### src/rtl/chs_pkg.sv
`default_nettype none
package chs_pkg;

    localparam int CAPACITY_DEF = 16;
    localparam int ELEM_W       = 32;
    localparam int KIND_W       = 2;
    localparam int COUNT_W      = 5;
    localparam int DIGIT_W      = 4;
    localparam int HOME_STEPS   = ELEM_W / DIGIT_W;

    localparam logic [KIND_W-1:0] KIND_ADD    = 2'd0;
    localparam logic [KIND_W-1:0] KIND_REMOVE = 2'd1;
    localparam logic [KIND_W-1:0] KIND_SEARCH = 2'd2;

    typedef enum logic [3:0] {
        OP_NONE,
        OP_LOAD,
        OP_HOME,
        OP_WSTART,
        OP_ADV,
        OP_ADD_HOME,
        OP_ADD_FF,
        OP_FFSCAN,
        OP_MV_BEGIN,
        OP_MV_ADV,
        OP_MOVE,
        OP_FINISH
    } t_op;

    typedef struct packed {
        t_op  op;
        logic out_load;
        logic res_ok;
        logic res_full;
    } t_cmd;

    typedef struct packed {
        logic home_last;
        logic home_vld;
        logic home_is_ff;
        logic cnt_full;
        logic ff_full;
        logic ff_stop;
        logic found;
        logic lnk_none;
        logic home_match;
        logic step_cap;
        logic step_cap1;
        logic round_last;
    } t_sts;

endpackage
`default_nettype wire

### src/rtl/chs_datapath.sv
`default_nettype none
module chs_datapath #(
    parameter int CAPACITY = chs_pkg::CAPACITY_DEF
) (
    input  logic                         i_clk,
    input  logic                         i_rst_n,
    input  logic [chs_pkg::ELEM_W-1:0]   i_elem,
    input  chs_pkg::t_cmd                i_cmd,
    output chs_pkg::t_sts                o_sts,
    output logic                         o_ok,
    output logic                         o_full,
    output logic [chs_pkg::COUNT_W-1:0]  o_count
);
    import chs_pkg::*;

    localparam int IW = (CAPACITY > 1) ? $clog2(CAPACITY) : 1;
    localparam int RW = IW + 1;
    localparam int LW = $clog2(CAPACITY + 1);
    localparam int DW = $clog2(HOME_STEPS);
    localparam logic [LW-1:0] NONE  = LW'(CAPACITY);
    localparam logic [RW-1:0] CAP_R = RW'(CAPACITY);
    localparam logic [ELEM_W-1:0] E_MIN = {1'b1, {(ELEM_W-1){1'b0}}};
    localparam logic [ELEM_W-1:0] E_MAX = {1'b0, {(ELEM_W-1){1'b1}}};

    // slot storage
    logic [ELEM_W-1:0] r_val_mem [CAPACITY];
    logic [IW-1:0]     r_hom_mem [CAPACITY];
    logic [LW-1:0]     r_lnk_mem [CAPACITY];
    logic [CAPACITY-1:0] r_vld;
    logic [CAPACITY-1:0] r_lv;   // link written since slot became occupied

    logic [ELEM_W-1:0] r_v, r_mag, r_rd_val;
    logic [IW-1:0]     r_rem, r_rd_hom;
    logic [LW-1:0]     r_rd_lnk;
    logic [DW-1:0]     r_dig;
    logic [LW-1:0]     r_p, r_i, r_prev, r_pred, r_ilnk, r_step, r_round, r_ff, r_cnt;
    logic              r_ook, r_ofull;
    logic [COUNT_W-1:0] r_ocnt;

    logic [IW-1:0]     p_idx, ff_idx, i_idx, prev_idx;
    logic              p_vld, ff_in;
    logic [LW-1:0]     lnk_p, home_lx;
    logic [ELEM_W-1:0] mag;
    logic [IW-1:0]     n_rem;
    logic [RW-1:0]     rem_t;

    assign p_idx    = r_p[IW-1:0];
    assign ff_idx   = r_ff[IW-1:0];
    assign i_idx    = r_i[IW-1:0];
    assign prev_idx = r_prev[IW-1:0];
    assign p_vld    = (r_p < NONE) && r_vld[p_idx];
    assign ff_in    = r_ff < NONE;
    assign lnk_p    = (p_vld && r_lv[p_idx] && (r_rd_lnk < NONE)) ? r_rd_lnk : NONE;
    assign home_lx  = LW'(r_rem);

    // saturating magnitude
    assign mag = i_elem[ELEM_W-1] ? ((i_elem == E_MIN) ? E_MAX : (~i_elem + 1'b1)) : i_elem;

    // one digit of the magnitude per cycle, msb first, folded into the remainder
    always_comb begin
        rem_t = {1'b0, r_rem};
        for (int k = 0; k < DIGIT_W; k++) begin
            rem_t = {rem_t[IW-1:0], r_mag[ELEM_W-1-k]};
            if (rem_t >= CAP_R) begin
                rem_t = rem_t - CAP_R;
            end
        end
        n_rem = rem_t[IW-1:0];
    end

    always_comb begin
        o_sts.home_last  = r_dig == DW'(HOME_STEPS - 1);
        o_sts.home_vld   = r_vld[r_rem];
        o_sts.home_is_ff = home_lx == r_ff;
        o_sts.cnt_full   = r_cnt >= NONE;
        o_sts.ff_full    = !ff_in;
        o_sts.ff_stop    = !ff_in || !r_vld[ff_idx];
        o_sts.found      = p_vld && (r_rd_val == r_v);
        o_sts.lnk_none   = lnk_p == NONE;
        o_sts.home_match = p_vld && (LW'(r_rd_hom) == r_i);
        o_sts.step_cap   = r_step == NONE;
        o_sts.step_cap1  = (r_step + LW'(1)) == NONE;
        o_sts.round_last = (r_round + LW'(1)) == NONE;
    end

    // memory ports
    always_ff @(posedge i_clk) begin
        r_rd_val <= r_val_mem[p_idx];
        r_rd_hom <= r_hom_mem[p_idx];
        r_rd_lnk <= r_lnk_mem[p_idx];
        unique case (i_cmd.op)
            OP_ADD_HOME: begin
                r_val_mem[r_rem] <= r_v;
                r_hom_mem[r_rem] <= r_rem;
            end
            OP_ADD_FF: begin
                r_val_mem[ff_idx] <= r_v;
                r_hom_mem[ff_idx] <= r_rem;
                r_lnk_mem[p_idx]  <= r_ff;
            end
            OP_MOVE: begin
                r_val_mem[i_idx] <= r_rd_val;
                r_hom_mem[i_idx] <= r_rd_hom;
            end
            OP_FINISH: begin
                if (r_prev != NONE) begin
                    r_lnk_mem[prev_idx] <= r_ilnk;
                end
            end
            default: begin
            end
        endcase
    end

    // walk registers and output payload
    always_ff @(posedge i_clk) begin
        unique case (i_cmd.op)
            OP_LOAD: begin
                r_v   <= i_elem;
                r_mag <= mag;
                r_rem <= '0;
                r_dig <= '0;
            end
            OP_HOME: begin
                r_mag <= r_mag << DIGIT_W;
                r_rem <= n_rem;
                r_dig <= r_dig + DW'(1);
            end
            OP_WSTART: begin
                r_p    <= home_lx;
                r_step <= '0;
                r_prev <= NONE;
            end
            OP_ADV: begin
                r_prev <= r_p;
                r_p    <= lnk_p;
                r_step <= r_step + LW'(1);
            end
            OP_MV_BEGIN: begin
                r_i     <= r_p;
                r_ilnk  <= lnk_p;
                r_pred  <= r_p;
                r_p     <= lnk_p;
                r_step  <= '0;
                r_round <= '0;
            end
            OP_MV_ADV: begin
                r_pred <= r_p;
                r_p    <= lnk_p;
                r_step <= r_step + LW'(1);
            end
            OP_MOVE: begin
                r_prev  <= r_pred;
                r_i     <= r_p;
                r_ilnk  <= lnk_p;
                r_pred  <= r_p;
                r_p     <= lnk_p;
                r_step  <= '0;
                r_round <= r_round + LW'(1);
            end
            default: begin
            end
        endcase
        if (i_cmd.out_load) begin
            r_ook   <= i_cmd.res_ok;
            r_ofull <= i_cmd.res_full;
            r_ocnt  <= COUNT_W'(r_cnt);
        end
    end

    // occupancy, free pointer and count
    always_ff @(posedge i_clk) begin
        if (!i_rst_n) begin
            r_vld <= '0;
            r_lv  <= '0;
            r_ff  <= '0;
            r_cnt <= '0;
        end else begin
            unique case (i_cmd.op)
                OP_ADD_HOME: begin
                    r_vld[r_rem] <= 1'b1;
                    r_lv[r_rem]  <= 1'b0;
                    r_cnt        <= r_cnt + LW'(1);
                end
                OP_ADD_FF: begin
                    r_vld[ff_idx] <= 1'b1;
                    r_lv[ff_idx]  <= 1'b0;
                    r_lv[p_idx]   <= 1'b1;
                    r_ff          <= r_ff + LW'(1);
                    r_cnt         <= r_cnt + LW'(1);
                end
                OP_FFSCAN: begin
                    r_ff <= r_ff + LW'(1);
                end
                OP_FINISH: begin
                    if (r_prev != NONE) begin
                        r_lv[prev_idx] <= 1'b1;
                    end
                    r_vld[i_idx] <= 1'b0;
                    if (r_i < r_ff) begin
                        r_ff <= r_i;
                    end
                    if (r_cnt != '0) begin
                        r_cnt <= r_cnt - LW'(1);
                    end
                end
                default: begin
                end
            endcase
        end
    end

    assign o_ok    = r_ook;
    assign o_full  = r_ofull;
    assign o_count = r_ocnt;

endmodule
`default_nettype wire

### src/rtl/chs_ctrl.sv
`default_nettype none
module chs_ctrl (
    input  logic                        i_clk,
    input  logic                        i_rst_n,
    input  logic                        i_in_valid,
    output logic                        o_in_ready,
    input  logic [chs_pkg::KIND_W-1:0]  i_kind,
    output logic                        o_out_valid,
    input  logic                        i_out_ready,
    input  chs_pkg::t_sts               i_sts,
    output chs_pkg::t_cmd               o_cmd
);
    import chs_pkg::*;

    localparam logic [3:0] S_IDLE    = 4'd0;
    localparam logic [3:0] S_HOME    = 4'd1;
    localparam logic [3:0] S_START   = 4'd2;
    localparam logic [3:0] S_ADDHOME = 4'd3;
    localparam logic [3:0] S_SCAN    = 4'd4;
    localparam logic [3:0] S_RD      = 4'd5;
    localparam logic [3:0] S_CK      = 4'd6;
    localparam logic [3:0] S_ADDFF   = 4'd7;
    localparam logic [3:0] S_MVB     = 4'd8;
    localparam logic [3:0] S_MRD     = 4'd9;
    localparam logic [3:0] S_MCK     = 4'd10;
    localparam logic [3:0] S_MOVE    = 4'd11;
    localparam logic [3:0] S_FIN     = 4'd12;
    localparam logic [3:0] S_DONE    = 4'd13;

    logic [3:0]        r_state, n_state;
    logic [KIND_W-1:0] r_kind;
    logic              r_ok, n_ok, r_full, n_full, r_ovalid;
    logic              is_op;

    assign is_op = (r_kind == KIND_ADD) || (r_kind == KIND_REMOVE) || (r_kind == KIND_SEARCH);

    always_comb begin
        n_state        = r_state;
        n_ok           = r_ok;
        n_full         = r_full;
        o_cmd.op       = OP_NONE;
        o_cmd.out_load = 1'b0;
        o_cmd.res_ok   = r_ok;
        o_cmd.res_full = r_full;
        unique case (r_state)
            S_IDLE: begin
                if (i_in_valid) begin
                    o_cmd.op = OP_LOAD;
                    n_ok     = 1'b0;
                    n_full   = 1'b0;
                    n_state  = S_HOME;
                end
            end
            S_HOME: begin
                o_cmd.op = OP_HOME;
                if (i_sts.home_last) begin
                    n_state = is_op ? S_START : S_DONE;
                end
            end
            S_START: begin
                o_cmd.op = OP_WSTART;
                if (r_kind == KIND_ADD && i_sts.cnt_full) begin
                    n_full  = 1'b1;
                    n_state = S_DONE;
                end else if (r_kind == KIND_ADD && !i_sts.home_vld) begin
                    n_state = S_ADDHOME;
                end else begin
                    n_state = S_RD;
                end
            end
            S_ADDHOME: begin
                o_cmd.op = OP_ADD_HOME;
                n_ok     = 1'b1;
                n_state  = i_sts.home_is_ff ? S_SCAN : S_DONE;
            end
            S_SCAN: begin
                if (i_sts.ff_stop) begin
                    n_state = S_DONE;
                end else begin
                    o_cmd.op = OP_FFSCAN;
                end
            end
            S_RD: begin
                n_state = S_CK;
            end
            S_CK: begin
                if (r_kind == KIND_REMOVE) begin
                    if (i_sts.found) begin
                        n_state = S_MVB;
                    end else if (i_sts.lnk_none || i_sts.step_cap) begin
                        n_state = S_DONE;
                    end else begin
                        o_cmd.op = OP_ADV;
                        n_state  = S_RD;
                    end
                end else if (i_sts.found) begin
                    n_ok    = (r_kind == KIND_SEARCH);
                    n_state = S_DONE;
                end else if (i_sts.lnk_none || i_sts.step_cap1) begin
                    n_state = (r_kind == KIND_ADD) ? S_ADDFF : S_DONE;
                end else begin
                    o_cmd.op = OP_ADV;
                    n_state  = S_RD;
                end
            end
            S_ADDFF: begin
                if (i_sts.ff_full) begin
                    n_full  = 1'b1;
                    n_state = S_DONE;
                end else begin
                    o_cmd.op = OP_ADD_FF;
                    n_ok     = 1'b1;
                    n_state  = S_SCAN;
                end
            end
            S_MVB: begin
                o_cmd.op = OP_MV_BEGIN;
                n_state  = i_sts.lnk_none ? S_FIN : S_MRD;
            end
            S_MRD: begin
                n_state = S_MCK;
            end
            S_MCK: begin
                if (i_sts.home_match) begin
                    n_state = S_MOVE;
                end else if (i_sts.lnk_none || i_sts.step_cap) begin
                    n_state = S_FIN;
                end else begin
                    o_cmd.op = OP_MV_ADV;
                    n_state  = S_MRD;
                end
            end
            S_MOVE: begin
                o_cmd.op = OP_MOVE;
                n_state  = (i_sts.round_last || i_sts.lnk_none) ? S_FIN : S_MRD;
            end
            S_FIN: begin
                o_cmd.op = OP_FINISH;
                n_ok     = 1'b1;
                n_state  = S_DONE;
            end
            S_DONE: begin
                if (!r_ovalid || i_out_ready) begin
                    o_cmd.out_load = 1'b1;
                    n_state        = S_IDLE;
                end
            end
            default: begin
                n_state = S_IDLE;
            end
        endcase
    end

    always_ff @(posedge i_clk) begin
        if (!i_rst_n) begin
            r_state  <= S_IDLE;
            r_ovalid <= 1'b0;
            r_ok     <= 1'b0;
            r_full   <= 1'b0;
        end else begin
            r_state <= n_state;
            r_ok    <= n_ok;
            r_full  <= n_full;
            if (o_cmd.out_load) begin
                r_ovalid <= 1'b1;
            end else if (i_out_ready) begin
                r_ovalid <= 1'b0;
            end
        end
    end

    always_ff @(posedge i_clk) begin
        if (r_state == S_IDLE && i_in_valid) begin
            r_kind <= i_kind;
        end
    end

    assign o_in_ready  = r_state == S_IDLE;
    assign o_out_valid = r_ovalid;

endmodule
`default_nettype wire

### src/rtl/coalesced_hash_set.sv
`default_nettype none
// channel   dir  tdata                                  tuser
// s_axis    in   elem[31:0]                             kind[1:0]
// m_axis    out  ok[0] full_res[1] count[6:2] pad[7]    -
//
// one operation at a time: the element is first reduced to its home slot, four bits per step,
// then each chain slot visited takes a registered slot memory read and a check,
// the free pointer takes a step for each slot it advances over, a remove pulls
// elements back with a read and a check for each slot scanned, and setup and
// result add their own steps
// reset is synchronous, active low; the table comes up empty with no clearing pass
// a finished result sits in the output register while the next transfer is taken;
// the next result is held back from it only if the previous one has not been taken yet
module coalesced_hash_set #(
    parameter int CAPACITY = chs_pkg::CAPACITY_DEF
) (
    input  logic        i_clk,
    input  logic        i_rst_n,
    input  logic        s_axis_tvalid,
    output logic        s_axis_tready,
    input  logic [31:0] s_axis_tdata,   // elem[31:0]
    input  logic [1:0]  s_axis_tuser,   // kind[1:0]
    output logic        m_axis_tvalid,
    input  logic        m_axis_tready,
    output logic [7:0]  m_axis_tdata    // ok, full_res, count[4:0], zero pad
);
    import chs_pkg::*;

    t_cmd               cmd;
    t_sts               sts;
    logic               res_ok, res_full;
    logic [COUNT_W-1:0] res_count;

    // sequencer: walks chains, moves elements on remove, steps the free pointer
    chs_ctrl u_ctrl (
        .i_clk       (i_clk),
        .i_rst_n     (i_rst_n),
        .i_in_valid  (s_axis_tvalid),
        .o_in_ready  (s_axis_tready),
        .i_kind      (s_axis_tuser),
        .o_out_valid (m_axis_tvalid),
        .i_out_ready (m_axis_tready),
        .i_sts       (sts),
        .o_cmd       (cmd)
    );

    // slot memories, occupancy bits, home reduction and result register
    chs_datapath #(
        .CAPACITY (CAPACITY)
    ) u_dp (
        .i_clk   (i_clk),
        .i_rst_n (i_rst_n),
        .i_elem  (s_axis_tdata),
        .i_cmd   (cmd),
        .o_sts   (sts),
        .o_ok    (res_ok),
        .o_full  (res_full),
        .o_count (res_count)
    );

    assign m_axis_tdata = {1'b0, res_count, res_full, res_ok};

endmodule
`default_nettype wire

### config.mk
export PLATFORM = sky130hd
export DESIGN_NAME = coalesced_hash_set
export DESIGN_NICKNAME = d
export VERILOG_FILES = /design/src/rtl/chs_pkg.sv /design/src/rtl/chs_datapath.sv /design/src/rtl/chs_ctrl.sv /design/src/rtl/coalesced_hash_set.sv
export SDC_FILE = /design/constraint.sdc
export NUM_CORES = 1
export LEC_CHECK = 0
export BUFFER_PORTS_ARGS = -buffer_cell sky130_fd_sc_hd__buf_2
export CAP_MARGIN = 20
export CORE_MARGIN = 5
export CORE_UTILIZATION = 50
export CTS_CLUSTER_DIAMETER = 120
export DETAILED_ROUTE_END_ITERATION = 7
export GPL_ROUTABILITY_DRIVEN = 0
export PLACE_DENSITY_LB_ADDON = 0.1
export SYNTH_ARGS = -nofsm -noshare
export SYNTH_HDL_FRONTEND = slang
export SYNTH_SLANG_ARGS = --single-unit
### constraint.sdc
create_clock -name i_clk -period 5.05 [get_ports i_clk]
set_input_delay 0 -clock i_clk [delete_from_list [all_inputs] [get_ports i_clk]]
set_output_delay 0 -clock i_clk [all_outputs]
set_load 0.01 [all_outputs]
---- Yosys cells after proc, flatten, opt, wreduce, memory -nomap -nowiden ----
Memories as Yosys holds them, arrays and structs flattened. A register that Yosys moved wholly into a read port is not among the register bits.
Index checks and enable logic that the tools add are counted.
word-level totals
  latch bits .............................. 0
  word-level logic and storage cells ...... 278
  output and inout port bits .............. 10
  memories kept ........................... 3
  bits in registers ....................... 164
  bits of input ports ..................... 38
  memory bits (read-only) ................. 0
  bits in writable memories ............... 656
memory list
  memory          words  width  rd ports  clocked after Yosys merged registers in  write ports  RTL line            RTL
  u_dp.r_val_mem  16     32     1         1                                        1            chs_datapath.sv:26  logic [ELEM_W-1:0] r_val_mem [CAPACITY];
  u_dp.r_lnk_mem  16     5      1         1                                        1            chs_datapath.sv:28  logic [LW-1:0] r_lnk_mem [CAPACITY];
  u_dp.r_hom_mem  16     4      1         1                                        1            chs_datapath.sv:27  logic [IW-1:0] r_hom_mem [CAPACITY];
operators by class
  divide/modulo/power cells ............... 0
  equal/unequal tests ..................... 48
  reduce and logical (&&, ||, !) cells .... 57
  $add $sub $neg .......................... 11
  multipliers ............................. 0
  bitwise operators ....................... 11
  mux-type cells .......................... 106
  shift-type cells ........................ 0
  magnitude comparators ................... 19
operator list
  operator                                                     count
  two-way mux 32 bit                                           4
  two-way mux 4 bit                                            31
  case mux 16 bit (3 select lines)                             2
  bitwise OR 16 bit                                            4
  case mux 32 bit (2 select lines)                             1
  OR reduction 32 bit                                          2
  case mux 4 bit (14 select lines)                             1
  case mux 5 bit (2 select lines)                              5
  bitwise AND 16 bit                                           3
  inverter 16 bit                                              3
  case mux 4 bit (11 select lines)                             1
  equality test 4 bit (second input constant)                  10
  two-way mux 1 bit                                            34
  adder 32 x 1 -> 32 bit (second input constant)               1
  equality test 32 bit                                         1
  equality test 32 bit (second input constant)                 1
  equality test 4 x 3 -> 1 bit (second input constant)         8
  inverter 32 bit                                              1
  greater-or-equal comparator 5 bit (second input constant)    5
  less-than comparator 4 x 5 -> 1 bit (second input constant)  5
  two-way mux 3 bit                                            8
  adder 5 x 1 -> 5 bit (second input constant)                 4
  demux 1 bit (select 4 bit)                                   5
  equality test 5 bit (second input constant)                  4
  other kinds (39)                                             108

---- Longest topological paths before layout ----
Gate-level depths: netlist of run 1.
  word-level depth ........................ 18
  gate-level depth with buffers ........... 12
  mapped depth without buffers ............ 10

---- By module ----
From an unflattened synthesis of run 1, not the netlist that was laid out.
second synthesis, totals
  cell total of the unflattened synthesis .. 2066
  area, all modules ....................... 35640.4 µm²
modules (own cells, without submodules)
  module              times used  sequential area each (µm²)  area an instance (µm²)  cells an instance
  chs_datapath        1           24753.7                     34600.7                 1921
  chs_ctrl            1           200.2                       1013.5                  141
  coalesced_hash_set  1           0.0                         26.3                    4

---- Worst setup path before layout of run 1 ----
OpenSTA, ideal clock, no wires.
  path type ............................... register -> register
  start point ............................. register u_dp.r_p[0]
  end point ............................... register u_dp.r_dig[0] (enable)
  stages on the path, launching flop included .. 10
  period minus slack after synthesis ...... 5.307 ns
  data required time ...................... 4.566 ns
  setup slack ............................. -0.257 ns
  library setup time ...................... 0.484 ns
  data arrival time ....................... 4.823 ns
  buffers on the path ..................... 1
  cells stage by stage .................... edfxtp_1 buf_6 mux4_2 mux2i_1 a2111o_1 nor4b_2 a21bo_2 xnor2_1 nand2_1 nor3_1
on the way
  cells in the longest elaborated chain, start to end .. 14
  elaborated cells between the ends (all ways) .. 25
  those cells by class .................... 1 x order compare; 3 x eq/ne; 13 x mux; 8 x reduce/logical
RTL lines
  item                                                                          RTL line                                         RTL
  start, declared                                                               chs_datapath.sv:36                               logic [LW-1:0] r_p, r_i, r_prev, r_pred, r_ilnk, r_step, r_round, r_ff, r_cnt;
  start signal, assigned                                                        chs_datapath.sv:130                              r_p <= home_lx;
  start signal, assigned                                                        chs_datapath.sv:136                              r_p <= lnk_p;
  start signal, assigned                                                        chs_datapath.sv:143                              r_p <= lnk_p;
  binary-select mux 1 bit (select 4 bit)                                        chs_datapath.sv:51                               assign p_vld = (r_p < NONE) && r_vld[p_idx];
  two-way mux 1 bit (not written as such)                                       chs_datapath.sv:51
  logical AND 1 bit                                                             chs_datapath.sv:51
  logical AND 1 bit (2 in a row)                                                chs_datapath.sv:53                               assign lnk_p = (p_vld && r_lv[p_idx] && (r_rd_lnk < NONE)) ? r_rd_lnk : NONE;
  two-way mux 5 bit                                                             chs_datapath.sv:53
  equality test 5 bit                                                           chs_datapath.sv:79                               o_sts.lnk_none = lnk_p == NONE;
  logical OR 1 bit (on tied branches)                                           chs_ctrl.sv:99, chs_ctrl.sv:90, chs_ctrl.sv:126
  two-way mux 3 bit (on tied branches)                                          chs_ctrl.sv:99, chs_ctrl.sv:90
  two-way mux 4 bit (on tied branches)                                          chs_ctrl.sv:96, chs_ctrl.sv:88
  two-way mux 4 bit                                                             chs_ctrl.sv:87                                   if (r_kind == KIND_REMOVE) begin
  case mux 4 bit (11 select lines) *                                            chs_ctrl.sv:45                                   unique case (r_state)
  equality test 4 x 1 -> 1 bit or equality test 4 x 2 -> 1 bit (tied branches)  chs_datapath.sv:117                              unique case (i_cmd.op)
  nonzero test 2 bit (no source line) *                                         -
  end signal, assigned                                                          chs_datapath.sv:127                              r_dig <= r_dig + DW'(1);
  end, declared                                                                 chs_datapath.sv:35                               logic [DW-1:0] r_dig;
Mark *: on every way between the ends. The rest lies on a longest branch, timed or not. The select of a mux whose other input is x is not followed.
A chain may end at the register's enable or synchronous reset.

---- Worst setup path in the final report of run 1 ----
  start point ............................. register u_ctrl.r_state[3]
  end point ............................... memory u_dp.r_val_mem[10][23] (enable)
on the way
  cells in the longest elaborated chain, start to end .. 8
  elaborated cells between the ends (all ways) .. 27
  those cells by class .................... 13 x eq/ne; 11 x mux; 3 x reduce/logical
RTL lines
  item                                                                                  RTL line            RTL
  start, declared                                                                       chs_ctrl.sv:30      logic [3:0] r_state, n_state;
  start signal, assigned                                                                chs_ctrl.sv:161     r_state <= n_state;
  equality test 4 bit (tied with other cells)                                           chs_ctrl.sv:45
  case mux 4 bit (11 select lines) *                                                    chs_ctrl.sv:45
  equality test 4 x 3 -> 1 bit                                                          chs_datapath.sv:91  unique case (i_cmd.op)
  two-way mux 1 bit                                                                     chs_datapath.sv:91
  two-way mux 1 bit (not written as such)                                               chs_datapath.sv:97  r_val_mem[ff_idx] <= r_v;
  OR reduction 32 bit (no source line)                                                  -
  two-way mux 4 bit (no source line) or two-way mux 1 bit (tied branches) (2 in a row)  -
  end, declared                                                                         chs_datapath.sv:26
Mark *: on every way between the ends. The rest lies on a longest branch, timed or not.

==> results.yml, run 1 <==
placement:
  dp.cells: 3048
  port_buffers: 46
  dp_hpwl_um: 50200
  placed_area_mm2: 0.0374
worst_setup_path:
  worstSetupPathType: "reg -> reg"
  start_kind: "flip-flop"
  required_ps: 5320
  endpoint_kind: "flip-flop"
  cp.arrival_ps: 4020
  cp_max_fo: 36
cts:
  cts_tree: "built"
  cts-resized-gates: 0
  cts_hold_buf: 37
  cts.reportedPaths.clkPinSlew_ps: 60
  cts_post_setup_buffers_inserted: 0
  cts.sinks: 861
  clock_tree.buffer_depth: 3
  cts_inserted_buffers: 90
  cts_root_buf: "clkbuf_16"
  htreeDepth: 3
  clk_latency_ps: 660
yosys:
  yosysTopAreaCell: "edfxtp_1"
  synth_edf_count: 771
  synth.most_common_cell: "edfxtp_1"
  ys_seq_area_frac: 0.698
  syn_nets: 2178
  synth.top_cell.area_share: 0.648
  synth-warning-count: 0
  ys.flop_type: "edfxtp_1"
  synth_cell_types: 82
  synth_area_per_cell_um2: 16.8
  async_flop_share: 0
  synth.cell_area_mm2: 0.0357
  synth_common_cells: "edfxtp_1, mux4_2, nand2_1"
  synth_seq_cells: 861
  synthTopCellsByArea: "edfxtp_1, mux4_2, dfxtp_1, nand2_1, xor2_1"
  syn-instance-count: 2121
floorplan:
  io_pins: 48
  initial_core_util: 0.502
  fp.coreArea_mm2: 0.0711
  rows: 98
  fp.dieArea_mm2: 0.0769
  die_h_um: 277
  die_w_um: 277
finish:
  syn_to_final_growth_pct: 13.9
  nets: 2284
  fin_area_mm2: 0.0407
  seq_area_mm2: 0.0250
  layout-drive-gt1-share: 0.218
  fill_cells: 5473
  multi_input_area_mm2: 0.0104
  final_cells: 3255
global_route:
  grt_max_degree: 138
  antenna_found_initial: 4
  track_usage: 0.231
  overflow: 0
  grt_pass1_wl_um: 133000
  grt_pass1_vias: 20300
min_path:
  hp-class: "in -> reg"
power:
  power_frac_clock: 0.336
  p_int_mw: 14.1
  sequentialPowerShare: 0.473
  p_leak_nw: 13.3
  power_frac_comb: 0.191
  switching_power_mw: 5.55
  switching_share: 0.282
  p_total_mw: 19.7
  powerDensity_mw_per_mm2: 483
  vdd_ir_drop_max_uv: 329
outcome:
  status: "finished clean"
sta:
  tightest_slew_ps: 1050
  hold_slack_ps: 76.8
  fin_crit_ps: 3750
  tns_ps: 0
  drv_slew: 0
  hold_viol: 0
  rsz0062_at_grt: "false"
  clock-skew-final_ps: 40.0
  max_slew_margin: 0.299
  fin_crit_sh: 0.744
  max_freq_mhz: 266
  setup_violations: 0
flow_run:
  drv_cap: 0
route:
  num_vias: 20200
  dr.pass1.iters: 6
  drc: 0
  drt-initial-drc-count: 2329
  vias_per_cell: 6.21
  postRouteAntennaNets: 0
  wl_um: 89600
  wl_per_cell_um: 27.5
==> metrics by stage <==
stage               utilization  worst slack [ps]
global route              0.572              1120
finish                    0.572              1300
CTS                       0.572              1380
floorplan                     -               936
detailed placement        0.525              1380
global placement          0.525              1390
==> critical path, stage by stage (launching register included) <==
cell and delay [ps]:
dfxtp_1 360, buf_4 230, nor2b_1 550, and3_1 250, buf_4 280, nand2_1 100
a31oi_1 340, nand2b_1 340, nor2_4 190, buf_4 690
==> placed cells by master (no fill, tap or decap), types with 37 or more instances in the layout <==
cell type,n
edfxtp_1,771
mux4_2,216
nand2_1,200
nor2_1,104
clkbuf_16,92
dfxtp_1,90
a21oi_1,80
o21ai_0,63
xor2_1,57
buf_2,47
buf_4,40
dlygate4sd3_1,37
==> cells by family after synthesis <==
logic type / Yosys count / synth area share
other: 1 / 0.000105
adder cells (fa/ha/maj): 19 / 0.00686
AO/OA/AOI/OAI: 305 / 0.0549
XOR/XNOR: 78 / 0.0191
buffers and inverters: 142 / 0.0157
flip-flops: 861 / 0.698
multiplexers: 236 / 0.143
AND/OR/NAND/NOR: 479 / 0.0620
==> layer usage <==
layer / wire length [um] / part of all wire / global-route usage
met1: 37500 / 0.42 / 0.327
met2: 44500 / 0.50 / 0.380
met3: 5180 / 0.058 / 0.0357
met4: 2460 / 0.027 / 0.0619
met5: 40 / 0.00045 / 0
==> registers in the layout, indices dropped and copies added (netlist names), 5 cells and up <==
signal          cells
u_dp.r_mag         32
u_dp.r_val_mem    512
u_dp.r_ff           5
u_dp.r_hom_mem     64
u_dp.r_rd_val      32
u_dp.r_pred         5
u_dp.r_rd_lnk       5
u_dp.r_round        5
u_dp.o_count        5
u_dp.r_v           32
u_dp.r_ilnk         5
u_dp.r_lnk_mem     80
u_dp.r_p            5
u_dp.r_step         5
u_dp.r_vld         16
u_dp.r_i            5
u_dp.r_cnt          5
u_dp.r_prev         5
u_dp.r_lv          16
==> path summary, 6_finish.rpt <==
path / from / end / slack (ps) / cells after the start
setup reg to reg: u_ctrl.r_state[3] / u_dp.r_val_mem[10][23] / 1300 / 9
setup / recovery: u_ctrl.r_state[3] / u_dp.r_val_mem[10][23] / 1300 / 9
hold / removal: s_axis_tuser[0] / u_ctrl.r_kind[0] / 80 / 2
hold reg to reg: u_ctrl.r_ok / u_dp.o_ok / 440 / 0
==> power groups by stage <==
stage               clock network, mW  logic (mW)  registers [mW]
detailed placement                  0        3.74            9.45
CTS                              6.72        3.78            9.31
floorplan                           0        2.69            9.20
finish                           6.60        3.75            9.31
global route                     7.03        4.08            9.35
global placement                    0        3.67            9.44
==> area by class of cell <==
cell class	count	share of cell area
Multi-Input combinational cell	1118	0.254
Tap cell	950	0.0292
Sequential cell	861	0.613
Clock buffer	129	0.0622
Clock inverter	39	0.0108
Inverter	20	0.00188
Timing Repair Buffer	136	0.0282
Antenna cell	2	0.000123
No activity file was read; power rests on OpenSTA's default activity.
==> run 2, diff against run 1 <==
==> constraint.sdc (replaced) <==
create_clock -name i_clk -period 3.5 [get_ports i_clk]
set_input_delay 0 -clock i_clk [delete_from_list [all_inputs] [get_ports i_clk]]
set_output_delay 0 -clock i_clk [all_outputs]
set_load 0.01 [all_outputs]
==> results.yml, run 2 (synthesis results as in run 1) <==
cts:
  clk_latency_ps: 660
  cts.reportedPaths.clkPinSlew_ps: 60
  cts_inserted_buffers: 91
  cts-resized-gates: 0
  cts_tree: "built"
  htreeDepth: 3
  clock_tree.buffer_depth: 3
  cts_root_buf: "clkbuf_16"
  cts.sinks: 861
placement:
  port_buffers: 46
  dp.cells: 3090
  dp_hpwl_um: 55000
floorplan:
  io_pins: 48
  fp.dieArea_mm2: 0.0769
  die_h_um: 277
  initial_core_util: 0.502
  die_w_um: 277
  fp.coreArea_mm2: 0.0711
  rows: 98
worst_setup_path:
  slowest_stage: "edfxtp_1"
  start_kind: "flip-flop"
  worstSetupPathType: "reg -> reg"
  path_cells: "buf_4, mux2i_1, a221oi_1, a22oi_1, nor4b_2, a21bo_2, xnor2_1, nand2_1, nor3_4, buf_12"
  path_buf_inv: 2
  cp_max_fo: 39
  critPathMaxStageDelay_ps: 680
  critPathTopFamily: "simple AND/OR/NAND/NOR gates"
  required_ps: 3820
  endpoint_kind: "flip-flop"
  cp.arrival_ps: 3630
sta:
  hold_slack_ps: 72.7
  drv_slew: 0
  tightest_slew_ps: 1170
  rsz0062_at_grt: "false"
  tns_ps: 0
  max_slew_margin: 0.219
  fin_crit_sh: 0.945
  setup_violations: 0
  fin_crit_ps: 3310
  clock-skew-final_ps: 36.9
  hold_viol: 0
  max_freq_mhz: 302
finish:
  post-route-util: 0.579
  nets: 2328
  layout_commonest_cell: "edfxtp_1"
  final_cell_mix: "edfxtp_1, mux4_2, nand2_1"
  largest_reg_flops: 512
  syn_to_final_growth_pct: 15.3
  regMostFlops: "u_dp.r_val_mem"
  layout-drive-gt1-share: 0.233
  largestRegisters: "u_dp.r_val_mem x512, u_dp.r_lnk_mem x80, u_dp.r_hom_mem x64"
  final_cells: 3302
global_route:
  track_usage: 0.233
  overflow: 0
  grt_max_degree: 160
  antenna_found_initial: 4
  grt_pass1_vias: 20400
  grt_pass1_wl_um: 134000
route:
  drc: 0
  num_vias: 20300
  vias_per_cell: 6.14
  wl_um: 90800
  postRouteAntennaNets: 0
  drt-initial-drc-count: 2016
  dr.pass1.iters: 8
  wl_per_cell_um: 27.5
power:
  p_leak_nw: 13.5
  powerDensity_mw_per_mm2: 695
  p_total_mw: 28.6
  vdd_ir_drop_max_uv: 491
min_path:
  hp-class: "in -> reg"
outcome:
  status: "finished clean"
flow_run:
  drv_cap: 0
run 2: worst register-to-register path, cell delays in order, from the launching register on:
cell	delay [ps]
edfxtp_1	680
buf_4	290
mux2i_1	100
a221oi_1	290
a22oi_1	190
nor4b_2	380
a21bo_2	260
xnor2_1	150
nand2_1	130
nor3_4	240
buf_12	260
run 2: cell type report:
type | instances | area (um^2)
antenna | 3 | 7.51
clock buffer | 127 | 2540
clock inverter | 44 | 490
fill | 5419 | 29900
inverter | 20 | 76.3
multi-input combinational | 1118 | 10400
sequential | 861 | 25000
tap | 950 | 1190
timing repair buffer | 179 | 1570
run 2: repair_timing:
action / in CTS / in global routing
hold buffers: 37 / 0
endpoints found under the hold margin: 89 / 0
buffers inserted: 0 / 0
run 2: path summary, 6_finish.rpt:
kind / from / endpoint / slack [ps] / cells after the start
setup / recovery: u_dp.r_p[0] / u_dp.r_mag[6] / 190 / 10
hold / removal: s_axis_tuser[0] / u_ctrl.r_kind[0] / 70 / 2
setup reg to reg: u_dp.r_p[0] / u_dp.r_mag[6] / 190 / 10
hold reg to reg: u_ctrl.r_full / u_dp.o_full / 470 / 0
run 2: where the power goes:
| group | switching [mW] | total [mW] | internal (mW) |
|---|---|---|---|
| logic | 3.41 | 5.61 | 2.20 |
| clock network | 4.05 | 9.63 | 5.58 |
| registers | 0.607 | 13.4 | 12.8 |
| total | 8.07 | 28.6 | 20.6 |
run 2: layer usage:
layer	global-route usage	vias to the layer above	wire length, um
met5	0	-	27
met4	0.0669	4	2510
met3	0.0331	173	5050
li1	-	8758	-
met2	0.398	746	46200
met1	0.319	10600	37000
run 2: metrics by stage:
step / area, um^2 / setup WS [ps]
6_report: 41200 / 191
5_1_grt: 41200 / 4.27
4_1_cts: 41200 / 197
3_5_place_dp: 37800 / 246
3_3_place_gp: 37800 / 294
2_1_floorplan: 35800 / -215
